--- src/design/assert_macros.svh ---
// ---------------------------------------------------------------------------
// Assertion macros
// Shared concurrent assertion helpers for the frame interval statistics block.
// ---------------------------------------------------------------------------
`ifndef ASSERT_MACROS_SVH
`define ASSERT_MACROS_SVH

`ifndef NO_ASSERTIONS
// Checked only while reset is released.
`define FIS_ASSERT(lbl, clk, rst_n, prop, msg) \
	lbl: assert property (@(posedge clk) disable iff (!rst_n) (prop)) else $error(msg);
// Checked at every clock edge, in reset too.
`define FIS_ASSERT_ALWAYS(lbl, clk, prop, msg) \
	lbl: assert property (@(posedge clk) (prop)) else $error(msg);
`else
`define FIS_ASSERT(lbl, clk, rst_n, prop, msg)
`define FIS_ASSERT_ALWAYS(lbl, clk, prop, msg)
`endif

`endif

--- src/design/fis_pkg.sv ---
// ---------------------------------------------------------------------------
// fis_pkg
// Types and constants shared by the frame interval statistics modules.
// ---------------------------------------------------------------------------
`default_nettype none

package fis_pkg;

	localparam int TIME_W  = 24;
	localparam int RATE_W  = 20;
	localparam int SEC_W   = 25;
	localparam int CNT_W   = 32;
	localparam int SUM_W   = 56;
	localparam int ELAP_W  = 33;
	localparam int DUR_W   = 32;

	localparam logic [DUR_W-1:0] WINDOW_DURATION_RESET = 32'd1000000;

	localparam logic CMD_FRAME = 1'b0;
	localparam logic CMD_BEGIN = 1'b1;

	typedef struct packed {
		logic              cmd;
		logic [TIME_W-1:0] frame_time_us;
	} in_item_t;

	typedef struct packed {
		logic [RATE_W-1:0] frames_per_second;
		logic              window_done;
		logic              start_ignored;
		logic [CNT_W-1:0]  window_frames;
		logic [TIME_W-1:0] window_min_us;
		logic [TIME_W-1:0] window_max_us;
		logic [TIME_W-1:0] window_avg_us;
	} out_item_t;

	typedef enum logic [1:0] {
		S_IDLE,
		S_DIV,
		S_PUSH
	} fis_state_t;

	typedef struct packed {
		logic update;
		logic push;
	} fis_cmd_t;

	typedef struct packed {
		logic closing;
		logic div_done;
	} fis_stat_t;

endpackage

`default_nettype wire

--- src/design/frame_interval_statistics.sv ---
// ---------------------------------------------------------------------------
// frame_interval_statistics
// Per-second frame rate and profiling window min, max and average monitor.
// ---------------------------------------------------------------------------
// Every input transfer yields exactly one result transfer. A frame item or a
// begin command that does not close a window goes from the idle state to
// the push state; a frame that closes a window first passes the divide
// state, where the restoring divider forms the average one quotient bit
// per cycle over the 56-bit window sum. A new item is taken as soon as the
// previous result has moved to the output register, even while it waits.
// The window duration register can be written at any time the block is idle.
`default_nettype none

module frame_interval_statistics #(
	parameter int ONE_SECOND_US = 1000000
) (
	input  wire logic                 clk,
	input  wire logic                 arst_n,
	input  wire logic                 in_valid,
	output logic                      in_ready,
	input  wire fis_pkg::in_item_t    in_data,
	output logic                      out_valid,
	input  wire logic                 out_ready,
	output fis_pkg::out_item_t        out_data,
	input  wire logic                 cfg_valid,
	output logic                      cfg_ready,
	input  wire logic [31:0]          cfg_data
);
	import fis_pkg::*;

	fis_cmd_t  cmd;
	fis_stat_t status;

	fis_ctrl u_ctrl (
		.clk       (clk),
		.arst_n    (arst_n),
		.in_valid  (in_valid),
		.in_ready  (in_ready),
		.out_valid (out_valid),
		.out_ready (out_ready),
		.status    (status),
		.cmd       (cmd)
	);

	fis_dp #(
		.ONE_SECOND_US (ONE_SECOND_US)
	) u_dp (
		.clk       (clk),
		.arst_n    (arst_n),
		.in_data   (in_data),
		.cfg_valid (cfg_valid),
		.cfg_ready (cfg_ready),
		.cfg_data  (cfg_data),
		.cmd       (cmd),
		.status    (status),
		.out_data  (out_data)
	);

endmodule

`default_nettype wire

--- src/design/fis_div.sv ---
// ---------------------------------------------------------------------------
// fis_div
// Restoring divider, one quotient bit per cycle, saturated to the avg width.
// ---------------------------------------------------------------------------
`default_nettype none

module fis_div (
	input  wire logic                        clk,
	input  wire logic                        arst_n,
	input  wire logic                        start,
	input  wire logic [fis_pkg::SUM_W-1:0]   dividend,
	input  wire logic [fis_pkg::CNT_W-1:0]   divisor,
	output logic                             done,
	output logic [fis_pkg::TIME_W-1:0]       quotient
);
	import fis_pkg::*;

	localparam int STEP_W = $clog2(SUM_W);
	localparam logic [STEP_W-1:0] LAST_STEP = STEP_W'(SUM_W - 1);

	logic [SUM_W-1:0]  quot_q;
	logic [CNT_W-1:0]  rem_q;
	logic [CNT_W-1:0]  dvs_q;
	logic [STEP_W-1:0] step_q;
	logic              run_q;
	logic              done_q;
	logic [CNT_W:0]    trial;
	logic [CNT_W:0]    diff;
	logic              ge;

	assign trial = {rem_q, quot_q[SUM_W-1]};
	assign ge    = trial >= {1'b0, dvs_q};
	assign diff  = trial - {1'b0, dvs_q};

	always_ff @(posedge clk or negedge arst_n) begin
		if (!arst_n) begin
			run_q  <= 1'b0;
			done_q <= 1'b0;
			step_q <= '0;
		end else begin
			done_q <= 1'b0;
			if (start) begin
				run_q  <= 1'b1;
				step_q <= LAST_STEP;
			end else if (run_q) begin
				if (step_q == '0) begin
					run_q  <= 1'b0;
					done_q <= 1'b1;
				end else begin
					step_q <= step_q - 1'b1;
				end
			end
		end
	end

	always_ff @(posedge clk) begin
		if (start) begin
			quot_q <= dividend;
			rem_q  <= '0;
			dvs_q  <= divisor;
		end else if (run_q) begin
			rem_q  <= ge ? diff[CNT_W-1:0] : trial[CNT_W-1:0];
			quot_q <= {quot_q[SUM_W-2:0], ge};
		end
	end

	assign done     = done_q;
	assign quotient = (|quot_q[SUM_W-1:TIME_W]) ? '1 : quot_q[TIME_W-1:0];

endmodule

`default_nettype wire

--- src/design/fis_dp.sv ---
// ---------------------------------------------------------------------------
// fis_dp
// Accumulators, configuration register, divider and result registers.
// ---------------------------------------------------------------------------
`default_nettype none

module fis_dp #(
	parameter int ONE_SECOND_US = 1000000
) (
	input  wire logic                 clk,
	input  wire logic                 arst_n,
	input  wire fis_pkg::in_item_t    in_data,
	input  wire logic                 cfg_valid,
	output logic                      cfg_ready,
	input  wire logic [31:0]          cfg_data,
	input  wire fis_pkg::fis_cmd_t    cmd,
	output fis_pkg::fis_stat_t        status,
	output fis_pkg::out_item_t        out_data
);
	import fis_pkg::*;

	localparam logic [SEC_W:0] ONE_SEC = (SEC_W + 1)'(ONE_SECOND_US);

	logic [DUR_W-1:0]  dur_q;
	logic [RATE_W-1:0] sf_q;
	logic [SEC_W-1:0]  se_q;
	logic [RATE_W-1:0] rate_q;
	logic              active_q;
	logic [ELAP_W-1:0] we_q;
	logic [CNT_W-1:0]  wc_q;
	logic [SUM_W-1:0]  ws_q;
	logic [TIME_W-1:0] lo_q;
	logic [TIME_W-1:0] hi_q;
	out_item_t         pend_q;
	out_item_t         out_q;

	logic [TIME_W-1:0] t;
	logic              is_frame;
	logic [RATE_W-1:0] sf_inc;
	logic [SEC_W:0]    se_sum;
	logic              se_over;
	logic [SEC_W:0]    se_adj;
	logic [SEC_W-1:0]  se_next;
	logic [RATE_W-1:0] rate_next;
	logic [CNT_W-1:0]  wc_next;
	logic [SUM_W:0]    ws_sum;
	logic [SUM_W-1:0]  ws_next;
	logic [ELAP_W:0]   we_sum;
	logic [ELAP_W-1:0] we_next;
	logic [TIME_W-1:0] lo_next;
	logic [TIME_W-1:0] hi_next;
	logic              closing;
	logic              div_done;
	logic [TIME_W-1:0] div_q;

	assign t        = in_data.frame_time_us;
	assign is_frame = in_data.cmd == CMD_FRAME;

	assign sf_inc    = (sf_q == '1) ? sf_q : sf_q + 1'b1;
	assign se_sum    = {1'b0, se_q} + {2'b0, t};
	assign se_over   = se_sum > ONE_SEC;
	assign se_adj    = se_over ? se_sum - ONE_SEC : se_sum;
	assign se_next   = se_adj[SEC_W] ? '1 : se_adj[SEC_W-1:0];
	assign rate_next = se_over ? sf_inc : rate_q;

	assign wc_next = (wc_q == '1) ? wc_q : wc_q + 1'b1;
	assign ws_sum  = {1'b0, ws_q} + {(SUM_W - TIME_W + 1)'(0), t};
	assign ws_next = ws_sum[SUM_W] ? '1 : ws_sum[SUM_W-1:0];
	assign we_sum  = {1'b0, we_q} + {(ELAP_W - TIME_W + 1)'(0), t};
	assign we_next = we_sum[ELAP_W-1:0];
	assign lo_next = (t < lo_q) ? t : lo_q;
	assign hi_next = (t > hi_q) ? t : hi_q;
	assign closing = is_frame && active_q && (we_next > {1'b0, dur_q});

	assign status.closing  = closing;
	assign status.div_done = div_done;
	assign cfg_ready       = 1'b1;

	fis_div u_div (
		.clk      (clk),
		.arst_n   (arst_n),
		.start    (cmd.update && closing),
		.dividend (ws_next),
		.divisor  (wc_next),
		.done     (div_done),
		.quotient (div_q)
	);

	always_ff @(posedge clk or negedge arst_n) begin
		if (!arst_n) begin
			dur_q    <= WINDOW_DURATION_RESET;
			sf_q     <= '0;
			se_q     <= '0;
			rate_q   <= '0;
			active_q <= 1'b0;
			we_q     <= '0;
			wc_q     <= '0;
			ws_q     <= '0;
			lo_q     <= '1;
			hi_q     <= '0;
		end else begin
			if (cfg_valid && cfg_ready) begin
				dur_q <= cfg_data;
			end
			if (cmd.update) begin
				if (is_frame) begin
					sf_q   <= se_over ? '0 : sf_inc;
					se_q   <= se_next;
					rate_q <= rate_next;
					if (active_q) begin
						wc_q <= wc_next;
						ws_q <= ws_next;
						we_q <= we_next;
						lo_q <= lo_next;
						hi_q <= hi_next;
						if (closing) begin
							active_q <= 1'b0;
						end
					end
				end else if (!active_q) begin
					active_q <= 1'b1;
					we_q     <= '0;
					wc_q     <= '0;
					ws_q     <= '0;
					lo_q     <= '1;
					hi_q     <= '0;
				end
			end
		end
	end

	always_ff @(posedge clk) begin
		if (cmd.update) begin
			pend_q.frames_per_second <= is_frame ? rate_next : rate_q;
			pend_q.window_done       <= closing;
			pend_q.start_ignored     <= !is_frame && active_q;
			pend_q.window_frames     <= closing ? wc_next : '0;
			pend_q.window_min_us     <= closing ? lo_next : '0;
			pend_q.window_max_us     <= closing ? hi_next : '0;
			pend_q.window_avg_us     <= '0;
		end else if (div_done) begin
			pend_q.window_avg_us <= div_q;
		end
		if (cmd.push) begin
			out_q <= pend_q;
		end
	end

	assign out_data = out_q;

endmodule

`default_nettype wire

--- src/design/fis_ctrl.sv ---
// ---------------------------------------------------------------------------
// fis_ctrl
// Sequencer for input acceptance, average division and result handoff.
// ---------------------------------------------------------------------------
`default_nettype none

`include "assert_macros.svh"

module fis_ctrl (
	input  wire logic                 clk,
	input  wire logic                 arst_n,
	input  wire logic                 in_valid,
	output logic                      in_ready,
	output logic                      out_valid,
	input  wire logic                 out_ready,
	input  wire fis_pkg::fis_stat_t   status,
	output fis_pkg::fis_cmd_t         cmd
);
	import fis_pkg::*;

	fis_state_t state_q;
	fis_state_t state_d;
	logic       out_valid_q;
	logic       slot_free;

	assign slot_free = !out_valid_q || out_ready;

	always_comb begin
		state_d = state_q;
		unique case (state_q)
			S_IDLE: begin
				if (in_valid) begin
					state_d = status.closing ? S_DIV : S_PUSH;
				end
			end
			S_DIV: begin
				if (status.div_done) begin
					state_d = S_PUSH;
				end
			end
			S_PUSH: begin
				if (slot_free) begin
					state_d = S_IDLE;
				end
			end
			default: state_d = S_IDLE;
		endcase
	end

	always_comb begin
		in_ready   = 1'b0;
		cmd.update = 1'b0;
		cmd.push   = 1'b0;
		unique case (state_q)
			S_IDLE: begin
				in_ready   = 1'b1;
				cmd.update = in_valid;
			end
			S_DIV: begin
			end
			S_PUSH: begin
				cmd.push = slot_free;
			end
			default: begin
			end
		endcase
	end

	always_ff @(posedge clk or negedge arst_n) begin
		if (!arst_n) begin
			state_q     <= S_IDLE;
			out_valid_q <= 1'b0;
		end else begin
			state_q <= state_d;
			if (cmd.push) begin
				out_valid_q <= 1'b1;
			end else if (out_ready) begin
				out_valid_q <= 1'b0;
			end
		end
	end

	assign out_valid = out_valid_q;

	`FIS_ASSERT(a_div_done_in_div, clk, arst_n, status.div_done |-> state_q == S_DIV, "divider finished outside the divide state")
	`FIS_ASSERT(a_push_no_overwrite, clk, arst_n, cmd.push |-> slot_free, "result pushed over an untaken result")
	`FIS_ASSERT(a_close_starts_div, clk, arst_n, (cmd.update && status.closing) |=> state_q == S_DIV, "closing frame did not start the division")
	`FIS_ASSERT(a_update_idle_only, clk, arst_n, cmd.update |-> state_q == S_IDLE && in_valid, "state updated without an input transfer")

endmodule

`default_nettype wire
--- config.mk ---
export PLATFORM = sky130hd
export DESIGN_NAME = frame_interval_statistics
export DESIGN_NICKNAME = d
export VERILOG_FILES = /design/src/design/fis_pkg.sv /design/src/design/frame_interval_statistics.sv /design/src/design/fis_div.sv /design/src/design/fis_dp.sv /design/src/design/fis_ctrl.sv
export VERILOG_INCLUDE_DIRS = /design/src /design/src/design
export SDC_FILE = /design/constraint.sdc
export NUM_CORES = 1
export LEC_CHECK = 0
export BUFFER_PORTS_ARGS = -buffer_cell sky130_fd_sc_hd__buf_2
export CAP_MARGIN = 5
export CELL_PAD_IN_SITES_DETAIL_PLACEMENT = 0
export CELL_PAD_IN_SITES_GLOBAL_PLACEMENT = 2
export CORE_MARGIN = 5
export CORE_UTILIZATION = 41
export DETAILED_ROUTE_END_ITERATION = 10
export PLACE_DENSITY_LB_ADDON = 0.1
export SYNTH_ARGS = -nofsm -noshare
export SYNTH_HDL_FRONTEND = slang
export SYNTH_HIERARCHICAL = 1
export SYNTH_SLANG_ARGS = --single-unit
--- constraint.sdc ---
create_clock -name clk -period 8.97 [get_ports clk]
set_clock_uncertainty 0.15 [all_clocks]
set_input_delay 1.794 -clock clk [delete_from_list [all_inputs] [get_ports clk]]
set_output_delay 1.794 -clock clk [all_outputs]
set_load 0.005 [all_outputs]
=== After elaboration in Yosys (flattened, before gate mapping) ===
Index checks and enable logic that the tools add are counted.

* Flip-flop bits (word level): 650
* Latch bits: 0
* Bits in writable memories: 0
* ROM bits: 0
* Output and inout port bits: 129
* Memories kept: 0

* $add $sub $neg: 8
* Multiply operators: 0
* Div/mod/pow operators: 0
* Magnitude comparators: 5
* Eq/ne operators: 9
* Shifts and indexed selects: 0
* Multiplexer cells: 51
* Bitwise gates (word level): 1
* Reduce and logical (&&, ||, !) cells: 16

{| class="wikitable"
|+ Operators by type and width
! kind !! number
|-
| 56-bit two-way mux || 6
|-
| 24-bit two-way mux || 9
|-
| 32-bit two-way mux || 5
|-
| 33-bit two-way mux || 3
|-
| 20-bit two-way mux || 4
|-
| 56-bit by 24-bit adder with 57-bit output || 1
|-
| 33-bit by 24-bit adder with 33-bit output || 1
|-
| 33-bit by 32-bit greater-or-equal comparator with 1-bit output || 1
|-
| 33-bit by 32-bit > comparator with 1-bit output || 1
|-
| 32-bit by 1-bit adder with 32-bit output, second input constant || 1
|-
| 32-bit equality test, second input constant || 1
|-
| 32-bit OR reduction || 1
|-
| 32-bit subtractor || 1
|-
| 25-bit by 24-bit adder with 26-bit output || 1
|-
| 26-bit by 20-bit > comparator with 1-bit output, second input constant || 1
|-
| 26-bit two-way mux || 1
|-
| 26-bit by 20-bit subtractor with 26-bit output, second input constant || 1
|-
| 25-bit two-way mux || 1
|-
| 24-bit > comparator || 1
|-
| 24-bit less-than comparator || 1
|-
| 20-bit by 1-bit adder with 20-bit output, second input constant || 1
|-
| 20-bit equality test, second input constant || 1
|-
| 6-bit two-way mux || 3
|-
| 1-bit two-way mux || 14
|-
| other kinds (16) || 29
|}

=== Depth between registers and ports, before layout ===
Gate-level depths: netlist (run 1).

* Depth after elaboration: 6
* Depth in mapped cells: 28
* Depth with buffers taken out: 25

=== By module ===
Netlist (run 1), hierarchy kept.

{| class="wikitable"
|+ By module, submodules not included
! module !! times used !! cells each !! area an instance (µm²)
|-
| fis_dp || 1 || 2826 || 28486.1
|-
| fis_div || 1 || 662 || 7203.2
|-
| fis_ctrl || 1 || 15 || 150.1
|}

=== Worst setup path after synthesis (run 1) ===
No wires, ideal clock.

* Path type: input to register
* From: input port in_data[0] in the netlist's numbering
* To: register u_dp.u_div.quot_q[0] (enable)
* Data arrival time: 8.107 ns
* Required time: 8.431 ns
* Setup slack: 0.324 ns
* Stages on the path: 26
* Path through: ha_1 fa_1 a21o_1 a21oi_1 o21bai_1 a31oi_1 o2111ai_1 and2_1 a21o_1 a21oi_1 xnor2_1 ha_1 a21o_1 a21o_1 a21o_1 a21o_1 a21oi_1 o21ai_0 nor4_1 o21bai_1 a22oi_1 clkbuf_1 nor2_1 clkbuf_1 clkbuf_1 or2_2

* Cells in the longest elaborated chain, start to end: 5

{| class="wikitable"
|+ RTL lines
! item !! RTL line !! source
|-
| from (decl) || frame_interval_statistics.sv:21 || <nowiki>input wire fis_pkg::in_item_t in_data,</nowiki>
|-
| 33-bit by 24-bit adder with 33-bit output || fis_dp.sv:69 || <nowiki>assign we_sum = {1'b0, we_q} + {(ELAP_W - TIME_W + 1)'(0), t};</nowiki>
|-
| 33-bit by 32-bit > comparator with 1-bit output || fis_dp.sv:73 || <nowiki>assign closing = is_frame && active_q && (we_next > {1'b0, dur_q});</nowiki>
|-
| 1-bit logical AND || fis_dp.sv:73 ||
|-
| 1-bit logical AND || fis_dp.sv:82 || <nowiki>.start (cmd.update && closing),</nowiki>
|-
| 2-bit nonzero test (no line) || -- ||
|-
| to (signal assigned) || fis_div.sv:58 || <nowiki>quot_q <= dividend;</nowiki>
|-
| to (signal assigned) || fis_div.sv:63 || <nowiki>quot_q <= {quot_q[SUM_W-2:0], ge};</nowiki>
|-
| to (decl) || fis_div.sv:21 || <nowiki>logic [SUM_W-1:0] quot_q;</nowiki>
|}

Every way passes these cells.
A chain may end at the register's enable or synchronous reset.

==> metrics.yaml, run 1 <==
worst_hold_path:
  hold_path.class: "reg2reg"
clock_tree:
  cts_sinks: 650
  cts_tree: "done"
  clockBufferDepth: 3
  cts_root_buf: "clkbuf_16"
  cts_setup_buffers: 0
  clk_pin_slew_ns: 0.06
  insertion_delay_ns: 0.63
  h-tree-depth: 3
  cts_resized: 0
  ctsHoldBuffers: 0
  cts_made_buffers: 79
pwr:
  cellLeakagePower_nw: 17.2
  powerDensity_nw_per_um2: 330
  ir_drop_v: 0.000176
synth:
  netlist_area_um2: 35800
  synth.most_common_cell: "nor2_1"
  synth_fa_ha_area_share_pct: 6.89
  avgSynthCellArea_um2: 10.2
  synthArstFlopShare_pct: 42.8
  synthCells: 3503
  synth_top_family_by_area: "compound AO/OA/AOI/OAI gates"
  synth_mux_area_share_pct: 5.42
  yosysTopAreaCell: "edfxtp_1"
  yosys_warnings: 6
  ys_ff_latch: 650
  synth-edff-count: 316
  synth_xor_area_share_pct: 4.25
  synth_top_area_share_pct: 26.5
  synth_nets: 3760
  ys_seq_area_share_pct: 49.1
  ys.flop_type: "edfxtp_1"
  synth_simple_gate_area_share_pct: 14.8
  netlist_top_cells_area: "edfxtp_1, dfrtp_1, ha_1, mux2i_1, nor2_1"
  synth_compound_area_share_pct: 15.2
  synthTopCellsByCount: "nor2_1, edfxtp_1, nand2_1, dfrtp_1, o21ai_0"
  ys_types: 104
detailed_routing:
  drc: 0
  post_drt_wl_per_cell_um: 21.3
  ant_nets: 0
  num_vias: 26900
  viasPerCell: 5.54
  drt-total-wl_um: 104000
  first_pass_iters: 8
  drt_iter0_markers: 1635
critical_path:
  worstSetupEndpointType: "register"
  cp_max_fo: 80
  worstSetupPathType: "in2reg"
  cp-start-kind: "primary input"
  arrival_ns: 7.76
  cp.required_ns: 9.19
sta:
  hold_violations: 0
  setup_tns_ns: 0
  fmax_mhz: 133
  maxSlewHeadroom_pct: 21.6
  tightest_slew_ns: 1.17
  setup_viol_count_final: 0
  rsz0062_at_grt: "no"
  finalCritPeriodShare_pct: 84.0
  setup_ws_ns: 1.43
  period_minus_slack_ns: 7.54
  drv_slew: 0
final_layout:
  area_delta_synth_final_pct: 13.7
  final-seq-area_um2: 17600
  final_area_um2: 40800
  final_nets: 3894
  fillers: 8114
  multi_input_area_um2: 16800
  drive_above_1_share_pct: 14.1
global_route:
  grt_remaining_overflow: 0
  antenna_found_initial: 4
  grt.total_usage_pct: 21.5
  grt_max_degree: 133
  grt_pass1_wl_um: 159000
  grt_pass1_vias: 27100
die:
  core_um2: 86800
  io_pins: 191
  dieArea_um2: 93400
  die_y_um: 306
  initial_core_util_pct: 41.3
  die_w_um: 306
  rows: 108
run_status:
  status: "completed"
place:
  portBuffers: 189
  hpwl_um: 72700
  post-place-ws_ns: 0.844
  gp_congestion: 0.889
  placed_area_um2: 37900
run:
  max_cap_violations: 0
worst paths after layout:
path                                 start           endpoint  slack (ns)  cells past startpoint
max in group asynchronous           arst_n   u_dp/u_div/run_q        6.00                      2
min in group asynchronous           arst_n     u_dp/dur_q[26]        1.12                      1
hold reg to reg            u_dp/pend_q[63]  u_dp/out_data[63]        0.27                      0
hold / removal             u_dp/pend_q[63]  u_dp/out_data[63]        0.27                      0
setup reg to reg              u_dp/we_q[1]    u_dp/pend_q[72]        2.40                     23
setup / recovery                in_data[2]    u_dp/pend_q[72]        1.43                     23
stage by stage:
stage | power [mW] | hold WS [ns] | instances | util (%)
finish | 13.5 | 0.266 | 4861 | 47.0
global route | 14.3 | 0.272 | 4859 | 47.0
CTS | 13.6 | 0.268 | 4858 | 47.0
detailed placement | 10.0 | 0.255 | 4710 | 43.7
global placement | 9.92 | 0.253 | 4710 | 43.7
floorplan | 8.47 | 0.250 | 3503 | -
logic make-up (layout without fill, tap and decap cells):
kind of cell	Yosys count	count (layout)
xor+xnor	174	174
mux	186	186
flops	650	650
buf+inv	385	586
simple gates	1105	1105
compound gates	807	807
fa+ha+maj	195	195
other cells	1	3
flip-flops by register name, summed over array words and instances (netlist names), 20 cells and up:
name / count
u_dp/u_div/quot_q: 56
u_dp/wc_q: 32
u_dp/rate_q: 20
u_dp/dur_q: 32
u_dp/pend_q: 126
u_dp/u_div/dvs_q: 32
u_dp/out_data: 126
u_dp/u_div/rem_q: 32
u_dp/hi_q: 24
u_dp/sf_q: 20
u_dp/lo_q: 24
u_dp/we_q: 33
u_dp/ws_q: 56
u_dp/se_q: 25
metal layers:
layer  vias to the layer above  global-route usage [%]  wire length [µm]
met1                     13200                    29.0             46800
li1                      13000                       -                 -
met5                         -                       0                11
met4                         2                    7.27              3170
met3                       156                    3.25              4410
met2                       566                    35.9             49200
report_power, final:
group	internal (mW)	switching (mW)
clock network	2.17	1.31
registers	4.23	0.496
logic	2.08	3.19
worst max-delay path, stage by stage:
cell and delay, ns:
buf_2 0.21, ha_1 0.39, a21oi_1 0.11, o21bai_1 0.14, a21oi_1 0.13, o21ai_0 0.57
or4b_2 0.65, a21oi_1 0.23, nor3_1 0.07, o21bai_1 0.16, xor2_1 0.23, ha_1 0.29
a21o_1 0.17, a21o_1 0.18, a21o_1 0.18, a21oi_1 0.13, o21ai_0 0.09, nor4_1 0.28
o21bai_1 0.16, a22oi_2 0.28, buf_4 0.78, inv_1 0.23, and2_1 0.23
layout make-up:
class	count	area share, %
antenna	2	0.0123
clock buffer	100	5.38
clock inverter	48	1.59
inverter	207	1.91
multi-input combinational	2468	41.2
sequential	650	43.2
tap	1155	3.55
timing repair buffer	231	3.20
cell usage in the layout, fill, tap and decap left out, drive strengths merged, types with 24 or more instances in the layout:
master	synthesis	routed
a21o	71	71
xor2	69	69
xnor2	105	105
o22a	33	33
dfstp	31	31
nand3	79	79
ha	191	191
clkbuf	147	100
a21oi	193	193
nand2	304	304
inv	207	209
a22o	38	38
mux2i	125	125
and3	38	38
and2	25	25
dfxtp	56	56
nor4	53	53
mux2	61	61
a311o	24	24
dfrtp	247	247
edfxtp	316	316
or3	38	38
o31ai	25	25
nor2	332	332
a211oi	43	43
nand4	57	57
nor3	53	53
nor2b	37	37
buf	31	231
nand2b	31	31
o21ai	224	224
No activity file was read; power rests on OpenSTA's default activity.
==> run 2, diff against run 1 <==
--- a/config.mk
+++ b/config.mk
@@ -6,12 +6,13 @@
 export SDC_FILE = /design/constraint.sdc
 export NUM_CORES = 1
 export LEC_CHECK = 0
+export ABC_AREA = 1
 export BUFFER_PORTS_ARGS = -buffer_cell sky130_fd_sc_hd__buf_2
 export CAP_MARGIN = 5
 export CELL_PAD_IN_SITES_DETAIL_PLACEMENT = 0
 export CELL_PAD_IN_SITES_GLOBAL_PLACEMENT = 2
 export CORE_MARGIN = 5
-export CORE_UTILIZATION = 41
+export CORE_UTILIZATION = 34
 export DETAILED_ROUTE_END_ITERATION = 10
 export PLACE_DENSITY_LB_ADDON = 0.1
 export SYNTH_ARGS = -nofsm -noshare
==> constraint.sdc (replaced) <==
create_clock -name clk -period 6.7 [get_ports clk]
set_clock_uncertainty 0.15 [all_clocks]
set_input_delay 1.34 -clock clk [delete_from_list [all_inputs] [get_ports clk]]
set_output_delay 1.34 -clock clk [all_outputs]
set_load 0.005 [all_outputs]
==> metrics.yaml, run 2 <==
die:
  rows: 121  # +12%
  dieArea_um2: 117000  # +25%
  initial_core_util_pct: 34.3  # -7.0 points
  core_um2: 109000  # +26%
  io_pins: 191  # unchanged
  die_y_um: 342  # +12%
  die_w_um: 342  # +12%
place:
  place_inst: 6279  # +33%
  hpwl_um: 91400  # +26%
  placed_area_um2: 40300  # +6.5%
  gp_congestion: 0.861  # -3.2%
  portBuffers: 189  # unchanged
pwr:
  powerDensity_nw_per_um2: 228  # -31%
  cellLeakagePower_nw: 20.3  # +18%
  ir_drop_v: 0.000172  # -2.2%
  pwr-share-seq_pct: 44.0  # +8.9 points
  internal-power_mw: 7.14  # -16%
  pwr-share-clk_pct: 44.7  # +19 points
  switchingPower_mw: 2.65  # -47%
  p_sw_share_pct: 27.0  # -10 points
  power.total_mw: 9.79  # -27%
  combPwrFrac_pct: 11.3  # -28 points
final_layout:
  final_area_um2: 43000  # +5.4%
  final_cells: 6428  # +32%
  drive_above_1_share_pct: 11.2  # -2.9 points
  layout_commonest_cell: "nand2_1"
  layout_common_cells: "nand2_1, inv_1, nor2_1"
  area_delta_synth_final_pct: 14.6
  antenna_cells: 0  # -2
  final_nets: 5142  # +32%
clock_tree:
  cts_made_buffers: 80  # +1.3%
  cts_tree: "done"
  ctsHoldBuffers: 0  # unchanged
  h-tree-depth: 3  # unchanged
  clockBufferDepth: 3  # unchanged
  clk_pin_slew_ns: 0.05  # about the same
  cts_setup_buffers: 0  # unchanged
  cts_sinks: 650  # unchanged
  cts_root_buf: "clkbuf_16"
  cts_resized: 0  # unchanged
  insertion_delay_ns: 0.67  # +0.04 ns
synth:
  synth.most_common_cell: "nand2_1"
  synth_fa_ha_area_share_pct: 6.59  # -0.30 points
  synthCells: 4674  # +33%
  synth_mux_area_share_pct: 0.0300  # -5.4 points
  netlist_area_um2: 37500  # +4.6%
  synthTopCellsByCount: "nand2_1, inv_1, nor2_1, edfxtp_1, nand3_1"
  yosysTopAreaCell: "edfxtp_1"
  ys.flop_type: "edfxtp_1"
  synth_top_area_share_pct: 25.3  # -1.2 points
  synth_nets: 4931  # +31%
  yosys_warnings: 6  # unchanged
  ys_types: 60  # -42%
  synthArstFlopShare_pct: 42.8  # unchanged
  synth-edff-count: 316  # unchanged
  ys_seq_area_share_pct: 47.0  # -2.1 points
  netlist_top_cells_area: "edfxtp_1, dfrtp_1, nand2_1, inv_1, ha_1"
  synth_xor_area_share_pct: 2.57  # -1.7 points
  synth_simple_gate_area_share_pct: 25.9  # +11 points
  avgSynthCellArea_um2: 8.02  # -22%
  synth_compound_area_share_pct: 9.11  # -6.1 points
  ys_ff_latch: 650  # unchanged
  synth_top_family_by_area: "simple AND/OR/NAND/NOR gates"
critical_path:
  worstSetupPathType: "in2reg"
  critPathMostFrequentCell: "nand2_1"
  cp-start-kind: "primary input"
  cp_max_fo: 4  # -95%
  worstSetupEndpointType: "register"
  crit_slowest_cell: "ha_1"
  max_stage_delay_ns: 0.34  # -0.44 ns
  cp.required_ns: 7.08  # -2.11 ns
  arrival_ns: 6.36  # -1.40 ns
run_status:
  status: "completed"
sta:
  period_minus_slack_ns: 5.99
  whs_ns: 0.259  # -0.00655 ns
  hold_violations: 0  # unchanged
  finalCritPeriodShare_pct: 89.4
  drv_slew: 0  # unchanged
  maxSlewHeadroom_pct: 34.0  # +12 points
  fmax_mhz: 167
  tightest_slew_ns: 0.981  # -0.192 ns
  rsz0062_at_grt: "no"
  setup_viol_count_final: 0  # unchanged
global_route:
  antenna_found_initial: 2  # -2
  grt_pass1_vias: 30700  # +13%
  grt_pass1_wl_um: 188000  # +18%
  grt.total_usage_pct: 20.7  # -0.79 points
  grt_max_degree: 122  # -8.3%
  grt_remaining_overflow: 0  # unchanged
detailed_routing:
  drt_iter0_markers: 1915  # +17%
  drc: 0  # unchanged
  ant_nets: 0  # unchanged
  post_drt_wl_per_cell_um: 19.2  # -10%
  viasPerCell: 4.81  # -13%
  first_pass_iters: 5  # -3
  num_vias: 30900  # +15%
  drt-total-wl_um: 123000  # +19%
run:
  max_cap_violations: 0  # unchanged
worst_hold_path:
  hold_path.class: "reg2reg"
run 2: cell types whose count changed after synthesis, sizes merged, moves of 41 or more:
cell,before,now
nor2,332,399
nand3,79,324
mux2,61,1
a21o,71,6
xnor2,105,34
a211oi,43,2
mux2i,125,0
clkbuf,147,83
o21ai,224,284
o22ai,5,67
nand2,304,1316
inv,207,713
run 2: logic make-up after synthesis:
logic type / Yosys count
AND/OR/NAND/NOR: 2266
XOR/XNOR: 110
adder cells (fa/ha/maj): 195
multiplexers: 1
other: 1
buffers and inverters: 844
flip-flops: 650
AO/OA/AOI/OAI: 607
run 2: worst paths after layout:
kind,startpoint,slack (ns),depth (start not counted),endpoint
max,in_data[2],0.71,38,u_dp/u_div/step_q[4]
min,u_dp/pend_q[80],0.26,0,u_dp/out_data[80]
max reg2reg,u_dp/we_q[2],1.14,37,u_dp/u_div/step_q[4]
min reg2reg,u_dp/pend_q[80],0.26,0,u_dp/out_data[80]
max in group asynchronous,arst_n,4.65,2,u_dp/sf_q[1]
min in group asynchronous,arst_n,0.48,1,u_dp/ws_q[55]
run 2: critical path, delay by kind of cell:
| family | cells | cell delay (ns) |
|---|---|---|
| buffers and inverters | 5 | 0.54 |
| AND/OR/NAND/NOR | 23 | 2.39 |
| adder cells (fa/ha/maj) | 2 | 0.61 |
| AO/OA/AOI/OAI | 7 | 1.24 |
| XOR/XNOR | 1 | 0.21 |
run 2: metrics by stage:
stage	setup WS [ns]	utilization [%]	setup TNS (ns)
2_1_floorplan	-0.0357	-	-0.0357
3_5_place_dp	0.0745	37.0	0
6_report	0.713	39.3	0
3_3_place_gp	0.153	37.0	0
5_1_grt	0.229	39.3	0
4_1_cts	0.810	39.3	0
run 2: layout make-up:
class / instances / area (µm²)
Fill cell: 11400 / 66200
Sequential cell: 650 / 17600
Multi-Input combinational cell: 3180 / 16600
Inverter: 714 / 2690
Clock buffer: 104 / 2160
Tap cell: 1476 / 1850
Timing Repair Buffer: 259 / 1570
Clock inverter: 45 / 443
run 2: power by group through the flow:
| stage | Clock, mW | Sequential [mW] | Combinational [mW] |
|---|---|---|---|
| CTS | 4.52 | 4.31 | 1.12 |
| floorplan | 0 | 4.37 | 0.737 |
| finish | 4.38 | 4.31 | 1.10 |
| detailed placement | 0 | 4.38 | 1.11 |
| global route | 4.68 | 4.31 | 1.26 |
| global placement | 0 | 4.38 | 1.12 |
run 2: metal layers:
layer / share of wire (%) / global-route usage [%]
met3: 4.5 / 3.26
met4: 1.7 / 4.32
met2: 46 / 33.9
met5: 0 / 0
met1: 48 / 29.3
